$ cat src/design/bcp_pkg.sv
// Shared types, constants and register codes for the button click classifier.
package bcp_pkg;

	localparam int MAX_PAGES = 8;
	localparam int PAGE_W    = $clog2(MAX_PAGES);
	localparam int COUNT_W   = $clog2(MAX_PAGES + 1);
	localparam int CFG_W     = 16;
	localparam int CNT_REG_W = 4;
	localparam int TIME_W    = 32;
	localparam int CLICK_W   = 2;
	localparam int IDX_W     = 2;

	localparam logic [CLICK_W-1:0] CLICK_CAP = 2'd3;

	localparam logic [1:0] ACT_NONE    = 2'd0;
	localparam logic [1:0] ACT_ADVANCE = 2'd1;
	localparam logic [1:0] ACT_DONE    = 2'd2;
	localparam logic [1:0] ACT_DROP    = 2'd3;

	localparam logic [IDX_W-1:0] REG_MIN_PRESS  = 2'd0;
	localparam logic [IDX_W-1:0] REG_LONG_PRESS = 2'd1;
	localparam logic [IDX_W-1:0] REG_CLICK_GAP  = 2'd2;
	localparam logic [IDX_W-1:0] REG_PAGE_COUNT = 2'd3;

	localparam logic [CFG_W-1:0]     MIN_PRESS_RST  = 16'd25;
	localparam logic [CFG_W-1:0]     LONG_PRESS_RST = 16'd1200;
	localparam logic [CFG_W-1:0]     CLICK_GAP_RST  = 16'd600;
	localparam logic [CNT_REG_W-1:0] PAGE_COUNT_RST = 4'd0;

	typedef struct packed {
		logic [CFG_W-1:0]     min_press_ms;
		logic [CFG_W-1:0]     long_press_ms;
		logic [CFG_W-1:0]     click_gap_ms;
		logic [CNT_REG_W-1:0] page_count;
		logic                 cursor_clr;
	} cfg_t;

	typedef struct packed {
		logic              redraw;
		logic [PAGE_W-1:0] page;
		logic [PAGE_W-1:0] done_page;
		logic [1:0]        action;
	} res_t;

endpackage

$ cat src/design/button_click_classifier_pager_unit.sv
// Top level of the button click classifier: input stage, step logic and result stage.
//
// One button sample enters per accepted item on the s_ side: s_tdata bit 0 is the
// pressed level, bits 32:1 the millisecond timestamp. Every sample yields exactly
// one result item on the m_ side, in order: action, done page, current page cursor
// and a redraw flag.
// The sample is registered in the input stage, the step logic runs against the
// classifier state, and the result is registered in the result stage that drives
// m_. Throughput is one item per cycle while the receiver keeps m_tready high; the
// state loop closes through the combinational step logic into the state registers.
// When the receiver holds m_tready low the result register holds its item and
// the input register can still take one more sample; s_tready falls only when
// both are full.
// Configuration registers are written through cfg_wr_en / cfg_idx / cfg_wdata;
// the user must write them only while no items are in flight, unenforced by the block.
// Writing the page count sets the cursor to 0. Reset (arst_n low) empties both stages,
// clears the click state and cursor, and loads default timings and a page count of zero.
module button_click_classifier_pager_unit
	import bcp_pkg::*;
(
	input  logic             clk,
	input  logic             arst_n,
	input  logic             s_tvalid,
	output logic             s_tready,
	input  logic [39:0]      s_tdata,   // pressed[0], now_ms[32:1], zero fill
	output logic             m_tvalid,
	input  logic             m_tready,
	output logic [15:0]      m_tdata,   // action[1:0], done_page[4:2], page[7:5], redraw[8]
	input  logic             cfg_wr_en,
	input  logic [IDX_W-1:0] cfg_idx,
	input  logic [CFG_W-1:0] cfg_wdata
);

	cfg_t              cfg;
	res_t              res;
	logic              valid_s1;
	logic              pressed_s1;
	logic [TIME_W-1:0] now_s1;
	logic              valid_s2;
	res_t              res_s2;
	logic              adv_s2;
	logic              step;

	assign adv_s2   = !valid_s2 || m_tready;
	assign step     = valid_s1 && adv_s2;
	assign s_tready = !valid_s1 || adv_s2;

	bcp_cfg u_cfg (
		.clk       (clk),
		.arst_n    (arst_n),
		.cfg_wr_en (cfg_wr_en),
		.cfg_idx   (cfg_idx),
		.cfg_wdata (cfg_wdata),
		.cfg       (cfg)
	);

	bcp_core u_core (
		.clk     (clk),
		.arst_n  (arst_n),
		.cfg     (cfg),
		.step    (step),
		.pressed (pressed_s1),
		.now_ms  (now_s1),
		.res     (res)
	);

	always_ff @(posedge clk or negedge arst_n) begin
		if (!arst_n) begin
			valid_s1 <= 1'b0;
		end else if (s_tready) begin
			valid_s1 <= s_tvalid;
		end
	end

	always_ff @(posedge clk) begin
		if (s_tvalid && s_tready) begin
			pressed_s1 <= s_tdata[0];
			now_s1     <= s_tdata[TIME_W:1];
		end
	end

	always_ff @(posedge clk or negedge arst_n) begin
		if (!arst_n) begin
			valid_s2 <= 1'b0;
		end else if (adv_s2) begin
			valid_s2 <= valid_s1;
		end
	end

	always_ff @(posedge clk) begin
		if (step) begin
			res_s2 <= res;
		end
	end

	assign m_tvalid = valid_s2;
	assign m_tdata  = {7'd0, res_s2.redraw, res_s2.page, res_s2.done_page, res_s2.action};

	a_redraw_kind: assert property (@(posedge clk) disable iff (!arst_n)
		m_tvalid && res_s2.redraw |->
			(res_s2.action == ACT_ADVANCE) || (res_s2.action == ACT_DONE))
		else $error("redraw without a cursor move");

	a_advance_redraw: assert property (@(posedge clk) disable iff (!arst_n)
		m_tvalid && (res_s2.action == ACT_ADVANCE) |-> res_s2.redraw)
		else $error("page advance without redraw");

	a_done_page_zero: assert property (@(posedge clk) disable iff (!arst_n)
		m_tvalid && (res_s2.action != ACT_DONE) |-> (res_s2.done_page == '0))
		else $error("done page set without completion request");

	a_stage1_hold: assert property (@(posedge clk) disable iff (!arst_n)
		valid_s1 && !adv_s2 |=> valid_s1 && $stable(now_s1) && $stable(pressed_s1))
		else $error("input stage lost an item under stall");

endmodule

$ cat src/design/bcp_cfg.sv
// Configuration register file for the button click classifier.
module bcp_cfg
	import bcp_pkg::*;
(
	input  logic             clk,
	input  logic             arst_n,
	input  logic             cfg_wr_en,
	input  logic [IDX_W-1:0] cfg_idx,
	input  logic [CFG_W-1:0] cfg_wdata,
	output cfg_t             cfg
);

	logic [CFG_W-1:0]     min_press_q;
	logic [CFG_W-1:0]     long_press_q;
	logic [CFG_W-1:0]     click_gap_q;
	logic [CNT_REG_W-1:0] page_count_q;

	always_ff @(posedge clk or negedge arst_n) begin
		if (!arst_n) begin
			min_press_q  <= MIN_PRESS_RST;
			long_press_q <= LONG_PRESS_RST;
			click_gap_q  <= CLICK_GAP_RST;
			page_count_q <= PAGE_COUNT_RST;
		end else if (cfg_wr_en) begin
			case (cfg_idx)
				REG_MIN_PRESS:  min_press_q  <= cfg_wdata;
				REG_LONG_PRESS: long_press_q <= cfg_wdata;
				REG_CLICK_GAP:  click_gap_q  <= cfg_wdata;
				REG_PAGE_COUNT: page_count_q <= cfg_wdata[CNT_REG_W-1:0];
				default:        ;
			endcase
		end
	end

	assign cfg.min_press_ms  = min_press_q;
	assign cfg.long_press_ms = long_press_q;
	assign cfg.click_gap_ms  = click_gap_q;
	assign cfg.page_count    = page_count_q;
	assign cfg.cursor_clr    = cfg_wr_en && (cfg_idx == REG_PAGE_COUNT);

endmodule

$ cat src/design/bcp_core.sv
// Click classifier state and per-sample step logic with the page cursor.
module bcp_core
	import bcp_pkg::*;
(
	input  logic              clk,
	input  logic              arst_n,
	input  cfg_t              cfg,
	input  logic              step,
	input  logic              pressed,
	input  logic [TIME_W-1:0] now_ms,
	output res_t              res
);

	logic                held_q;
	logic                long_seen_q;
	logic [TIME_W-1:0]   press_start_q;
	logic [CLICK_W-1:0]  clicks_q;
	logic [TIME_W-1:0]   last_release_q;
	logic [PAGE_W-1:0]   cursor_q;

	logic                new_press;
	logic                long_mid;
	logic [TIME_W-1:0]   start_mid;
	logic [TIME_W-1:0]   press_dur;
	logic                long_hit;
	logic                click_add;
	logic                long_nxt;
	logic [CLICK_W-1:0]  clicks_mid;
	logic [TIME_W-1:0]   last_nxt;
	logic [TIME_W-1:0]   gap_dur;
	logic                seq_end;
	logic [COUNT_W-1:0]  n_pages;
	logic [COUNT_W-1:0]  cur_ext;
	logic [COUNT_W-1:0]  cur_inc;
	logic [PAGE_W-1:0]   cur_wrap;
	logic [CLICK_W-1:0]  clicks_nxt;
	logic [PAGE_W-1:0]   cursor_nxt;
	logic [1:0]          action;
	logic [PAGE_W-1:0]   done_page;
	logic                redraw;

	always_comb begin
		new_press = pressed && !held_q;
		long_mid  = new_press ? 1'b0 : long_seen_q;
		start_mid = new_press ? now_ms : press_start_q;
		press_dur = now_ms - start_mid;
		long_hit  = pressed && !long_mid &&
			(press_dur >= {{(TIME_W-CFG_W){1'b0}}, cfg.long_press_ms});
		long_nxt  = long_mid || long_hit;
		click_add = !pressed && held_q && !long_mid &&
			(press_dur >= {{(TIME_W-CFG_W){1'b0}}, cfg.min_press_ms});

		clicks_mid = clicks_q;
		last_nxt   = last_release_q;
		if (long_hit) begin
			clicks_mid = '0;
		end
		if (click_add) begin
			if (clicks_q != CLICK_CAP) begin
				clicks_mid = clicks_q + 1'b1;
			end
			last_nxt = now_ms;
		end

		gap_dur = now_ms - last_nxt;
		seq_end = !pressed && (clicks_mid != '0) &&
			(gap_dur > {{(TIME_W-CFG_W){1'b0}}, cfg.click_gap_ms});

		n_pages  = (cfg.page_count > COUNT_W'(MAX_PAGES)) ? COUNT_W'(MAX_PAGES)
			: cfg.page_count[COUNT_W-1:0];
		cur_ext  = {{(COUNT_W-PAGE_W){1'b0}}, cursor_q};
		cur_inc  = cur_ext + 1'b1;
		cur_wrap = (cur_inc >= n_pages) ? '0 : cur_inc[PAGE_W-1:0];

		clicks_nxt = clicks_mid;
		cursor_nxt = cursor_q;
		action     = ACT_NONE;
		done_page  = '0;
		redraw     = 1'b0;
		if (seq_end) begin
			clicks_nxt = '0;
			case (clicks_mid)
				2'd1: begin
					if (n_pages < COUNT_W'(2)) begin
						action = ACT_DROP;
					end else begin
						cursor_nxt = cur_wrap;
						action     = ACT_ADVANCE;
						redraw     = 1'b1;
					end
				end
				2'd2: begin
					if ((n_pages == '0) || (cur_ext >= n_pages)) begin
						action = ACT_DROP;
					end else begin
						action    = ACT_DONE;
						done_page = cursor_q;
						if (n_pages > COUNT_W'(1)) begin
							cursor_nxt = cur_wrap;
							redraw     = 1'b1;
						end
					end
				end
				default: action = ACT_DROP;
			endcase
		end
	end

	always_ff @(posedge clk or negedge arst_n) begin
		if (!arst_n) begin
			held_q         <= 1'b0;
			long_seen_q    <= 1'b0;
			press_start_q  <= '0;
			clicks_q       <= '0;
			last_release_q <= '0;
			cursor_q       <= '0;
		end else if (cfg.cursor_clr) begin
			cursor_q <= '0;
		end else if (step) begin
			held_q         <= pressed;
			long_seen_q    <= long_nxt;
			press_start_q  <= start_mid;
			clicks_q       <= clicks_nxt;
			last_release_q <= last_nxt;
			cursor_q       <= cursor_nxt;
		end
	end

	assign res.action    = action;
	assign res.done_page = done_page;
	assign res.page      = cursor_nxt;
	assign res.redraw    = redraw;

endmodule
$ cat config.mk
export PLATFORM = sky130hd
export DESIGN_NAME = button_click_classifier_pager_unit
export DESIGN_NICKNAME = d
export VERILOG_FILES = /design/src/design/bcp_pkg.sv /design/src/design/button_click_classifier_pager_unit.sv /design/src/design/bcp_cfg.sv /design/src/design/bcp_core.sv
export SDC_FILE = /design/constraint.sdc
export NUM_CORES = 1
export LEC_CHECK = 0
export ABC_AREA = 1
export BUFFER_PORTS_ARGS = -buffer_cell sky130_fd_sc_hd__buf_2
export CAP_MARGIN = 20
export CELL_PAD_IN_SITES_DETAIL_PLACEMENT = 0
export CELL_PAD_IN_SITES_GLOBAL_PLACEMENT = 1
export CORE_ASPECT_RATIO = 1.5
export CORE_MARGIN = 1.5
export CORE_UTILIZATION = 45
export CTS_BUF_LIST = sky130_fd_sc_hd__clkbuf_8 sky130_fd_sc_hd__clkbuf_16
export CTS_CLUSTER_DIAMETER = 40
export DETAILED_ROUTE_END_ITERATION = 10
export PLACE_DENSITY_LB_ADDON = 0.2
export SYNTH_ARGS = -nofsm -noshare
export SYNTH_HDL_FRONTEND = slang
export SYNTH_HIERARCHICAL = 1
export SYNTH_SLANG_ARGS = --single-unit
$ cat constraint.sdc
create_clock -name clk -period 18.05 [get_ports clk]
set_input_delay 3.61 -clock clk [delete_from_list [all_inputs] [get_ports clk]]
set_output_delay 3.61 -clock clk [all_outputs]
set_load 0.05 [all_outputs]
* Word-level counts from Yosys, hierarchy flattened
Cells that the tools add are included.
Widths: inputs -> output; s select.
** Storage, ports and cells
- Bits in registers :: 167
- Latch bits :: 0
- Bits in writable memories :: 0
- Memory bits (read-only) :: 0
- Input bits :: 63
- Output and inout port bits :: 18
- Logic and storage cells :: 92
- Memories :: 0
** Operators by class
- Add/subtract/negate cells :: 4
- $mul :: 0
- Divide/modulo/power cells :: 0
- Order comparisons :: 8
- Equal/unequal tests :: 6
- Shift operators :: 0
- Muxes and demuxes :: 23
- Bitwise operators :: 3
- Reductions and logical operators :: 30
** Operators by type and width (number)
- $ge 32x16->1 :: 2
- $mux 32 :: 2
- $sub 32x32->32 :: 2
- $gt 32x16->1 :: 1
- $mux 3 :: 7
- $logic_and 1x1->1 :: 11
- $mux 2 :: 5
- $reduce_and 2->1 :: 5
- $eq 2x2->1 const B :: 3
- $pmux 3 s2 :: 1
- $logic_not 1->1 :: 5
- $mux 1 :: 5
- $add 3x1->4 const B :: 1
- $eq 2x1->1 const B :: 2
- $ge 3x4->1 :: 1
- $ge 4x4->1 :: 1
- $gt 4x1->1 const B :: 1
- $gt 4x4->1 const B :: 1
- $logic_not 4->1 :: 1
- $logic_or 1x1->1 :: 4
- $lt 4x2->1 const B :: 1
- $mux 4 :: 1
- $pmux 2 s2 :: 1
- $reduce_bool 2->1 :: 2
- 6 further kinds :: 8

* Longest topological paths before layout
- Depth in word-level cells :: 15
- Gate-level depth with buffers :: 61
- Gate-level depth less buffers :: 55

* Hierarchy
Netlist, hierarchy kept.
** By module, submodules not included
- bcp_core :: times used 1, cells each 1562, area an instance 9384.0 sq um, seq. area each 1776.7 sq um
- bcp_cfg :: times used 1, cells each 234, area an instance 2232.1 sq um, seq. area each 1315.0 sq um
- button_click_classifier_pager_unit :: times used 1, cells each 62, area an instance 1412.6 sq um, seq. area each 1311.3 sq um

* Least setup slack after synthesis
No wires, ideal clock.
- Path type :: input to output
- Start point :: in m_tready
- End point :: out s_tready
- Arrival :: 3947 ps
- Data required time :: 14440 ps
- Path slack :: 10493 ps
- Stages :: 2
- Buffers on the path :: 0
- Cells stage by stage :: inv_1 > nand3_2
** Between the ends
- Word-level cells in the longest chain between the ends :: 2
** Ends and longest elaborated chain
- from (decl) :: line button_click_classifier_pager_unit.sv:27 : input logic m_tready,
- $logic_or 1x1->1 :: line button_click_classifier_pager_unit.sv:44 : assign adv_s2 = !valid_s2 || m_tready;
- $logic_or 1x1->1 :: line button_click_classifier_pager_unit.sv:46 : assign s_tready = !valid_s1 || adv_s2;
- to (decl) :: line button_click_classifier_pager_unit.sv:24 : output logic s_tready,
Every way passes these cells.

==> results by group <==
Run status
  – Result of the run: completed

Clocking
  – CTS max path bufs: 2
  – Setup bufs post-CTS: 0
  – CTS HTree Levels: 4
  – Clk root buf: clkbuf_16
  – Latest clock arrival within the worst-skew pair: 0.44 ns
  – Post-CTS resize count: 0
  – Worst-path clk slew: 0.07 ns
  – Clock Sink Count: 167
  – Hold_buf cts: 0
  – CTS tree: built
  – CTS buffer count: 17

Yosys
  – Ys flop type: dfrtp_1
  – Post-synthesis compound-gate area fraction: 12.28%
  – Simple-gate share of the synthesized area: 30.77%
  – Adder-cell area share of the yosys netlist: 10.72%
  – Largest family of logic cells by synthesized area: simple AND/OR/NAND/NOR gates
  – Synthesized cell area: 0.01303 mm²
  – Sequential fraction of the synthesis area: 33.79%
  – Count of different cell masters after synthesis: 56
  – Synthesis-stage register bit count: 167
  – Post-Synth XOR/XNOR Area: 2.084%
  – Post-synthesis async set-or-reset flop share: 74.85%
  – Number of synthesized flops with an enable pin: 42
  – Post-synthesis instance total: 1858
  – Warnings, synthesis: 6
  – Multiplexer area fraction after synthesis: 0%
  – Synth Area per Inst: 7.012 µm²

Timing
  – Final worst slack: 9.016 ns
  – Worst-margin pin slew: 0.9368 ns
  – Final period util: 50.05%
  – Fin Setup TNS: 0 ns
  – Skew final: 0.01293 ns
  – Fin. Hold Viols: 0
  – WHS: 0.4623 ns
  – Post-route minimum period: 9.034 ns
  – Pins Over Slew Limit: 0
  – Fmax: 0.1107 GHz
  – Unrepaired setup endpoints after global routing: no
  – Slew headroom: 37.54%
  – Setup-failing EPs final: 0

Critical path
  – Worst-path cell with the longest stage delay: edfxtp_1
  – Kind of critical path: register to register
  – Startpoint types: register
  – Worst Path Arrival: 9.41 ns
  – CP Capture Type: register
  – CP dominant cell by count: nand2_1
  – Worst endpoint required time: 18.42 ns
  – Maximum fanout along the worst path: 50
  – Max incr delay on CP: 0.49 ns

Route
  – Initial DRC count: 597
  – Pre-Repair DR Iteration Count: 6
  – Wirelength, routed: 36990 µm
  – Vias post-DR: 11805
  – Routed Antenna Nets: 0
  – Via density: 5.117
  – DRC viols: 0
  – Average wire per standard cell: 16.03 µm

Global route
  – GRT Residual Overflow: 0
  – Initial antenna violation count: 0
  – Global Route Usage Sum: 25.58%
  – Largest net degree at the start of global routing: 75
  – Number of global-route vias before repair: 11425
  – First-pass GRT wire length: 58860 µm

Floorplan
  – DIE AREA: 0.03000 mm²
  – Initial core utilization: 45.52%
  – I/O pins: 81
  – Die height: 211.4 µm
  – Die W: 141.9 µm
  – Core ar.: 0.02862 mm²
  – Row cnt: 76

Flow run
  – Max-cap violations: 0

Pwr
  – Sw Share: 46.23%
  – Clock power share: 18.4%
  – Leak: 7.309 nW
  – P_sw: 0.9084 mW
  – PwrDens: 138.3 mW/mm²
  – Maximum vdd ir drop: 74.73 µV
  – Comb power frac: 54.6%
  – Sequential share of power: 27.0%
  – Internal Power: 1.057 mW

Placed design
  – IO buf count: 66
  – DP HPWL: 29630 µm
  – Pre-CTS setup slack: 9.062 ns
  – GP Congestion: 0.8935
  – Placed cell area: 0.01360 mm²

Cells and area
  – Area delta synth->final: 9.075%
  – Finished Cell Area: 0.01421 mm²
  – Antenna Cells: 0
  – Most frequent cells in the layout: nand2_1, inv_1, o21ai_0
  – Final net count: 2078
  – Fin util: 49.65%
  – # fillers: 2933
  – Commonest non-fill, non-tap cell in the layout: nand2_1
  – Layout cells sized above 1: 9.025%

Hold path
  – Hold Crit Class: register to register
## cell usage after synthesis (24+ instances only)
cell type | count | area [µm²]
nand2_1 | 582 | 2185
inv_1 | 263 | 987.2
o21ai_0 | 161 | 805.8
nor2_1 | 127 | 476.7
dfrtp_1 | 114 | 2853
ha_1 | 110 | 1376
nand3_1 | 86 | 430.4
a21oi_1 | 79 | 395.4
nand4_1 | 56 | 350.3
edfxtp_1 | 42 | 1261
nor3_1 | 24 | 120.1
xor2_1 | 24 | 210.2
## power groups by stage
| stage | logic [mW] | registers [mW] | clock network, mW |
|---|---|---|---|
| after global routing | 1.24 | 0.542 | 0.387 |
| after global placement | 1.05 | 0.534 | 0 |
| after CTS | 1.08 | 0.531 | 0.370 |
| after floorplan | 0.799 | 0.529 | 0 |
| final | 1.07 | 0.531 | 0.362 |
| after detailed placement | 1.07 | 0.537 | 0 |
## state kept, by name, indices dropped and copies added (netlist names)
register               count
now_s1                    32
u_core/last_release_q     32
u_core/press_start_q      32
u_cfg/click_gap_q         16
u_cfg/long_press_q        16
u_cfg/min_press_q         16
m_tdata                    9
u_cfg/page_count_q         4
u_core/cursor_q            3
u_core/clicks_q            2
m_tvalid                   1
pressed_s1                 1
u_core/held_q              1
u_core/long_seen_q         1
valid_s1                   1
## metal layers
layer	GRT usage, %	share of wire [%]	up-vias
li1	-	-	6138
met1	27.91	40	5346
met2	49.02	53	260
met3	3.732	3.4	61
met4	9.989	3.7	0
met5	0	0	-
## cell type report
| class | instances | area (µm²) | area share (%) |
|---|---|---|---|
| multi-input combinational | 1374 | 7308 | 51.43 |
| sequential | 167 | 4403 | 30.98 |
| inverter | 270 | 1016 | 7.149 |
| tap | 390 | 488.0 | 3.434 |
| clock buffer | 19 | 475.5 | 3.346 |
| timing repair buffer | 74 | 409.1 | 2.879 |
| clock inverter | 13 | 111.4 | 0.7836 |
## worst paths after layout
| path | start | endpoint | depth (start not counted) | slack (ns) |
|---|---|---|---|---|
| worst max-delay path | pressed_s1 | u_core/cursor_q[1] | 51 | 9.02 |
| worst min-delay path | u_cfg/long_press_q[5] | u_cfg/long_press_q[5] | 2 | 0.46 |
| worst max register to register | pressed_s1 | u_core/cursor_q[1] | 51 | 9.02 |
| worst min register to register | u_cfg/long_press_q[5] | u_cfg/long_press_q[5] | 2 | 0.46 |
| max in group asynchronous | arst_n | u_cfg/long_press_q[3] | 2 | 13.56 |
| min in group asynchronous | arst_n | u_core/press_start_q[30] | 1 | 3.11 |
## stage by stage
step                      cells  power, mW
after floorplan            1864      1.328
after global placement     2274      1.583
after detailed placement   2274      1.604
after CTS                  2306      1.978
after global routing       2307      2.164
final                      2307      1.965
## worst max-delay path: cells and delay by family, from the launching register on
family | cells | cell delay (ns)
buf+inv | 6 | 0.94
compound gates | 9 | 1.79
fa+ha+maj | 4 | 1.37
simple gates | 30 | 3.78
xor+xnor | 2 | 0.57
flops | 1 | 0.49
## logic make-up (layout without fill, tap and decap cells)
| family | Yosys count | in the layout |
|---|---|---|
| and+or+nand+nor | 932 | 932 |
| buffers and inverters | 323 | 376 |
| AOI/OAI and AO/OA | 293 | 293 |
| DFF | 167 | 167 |
| adders and majority gates | 111 | 111 |
| xor gates and xnor gates | 31 | 31 |
| other | 1 | 7 |
No activity file was read; power rests on OpenSTA's default activity.
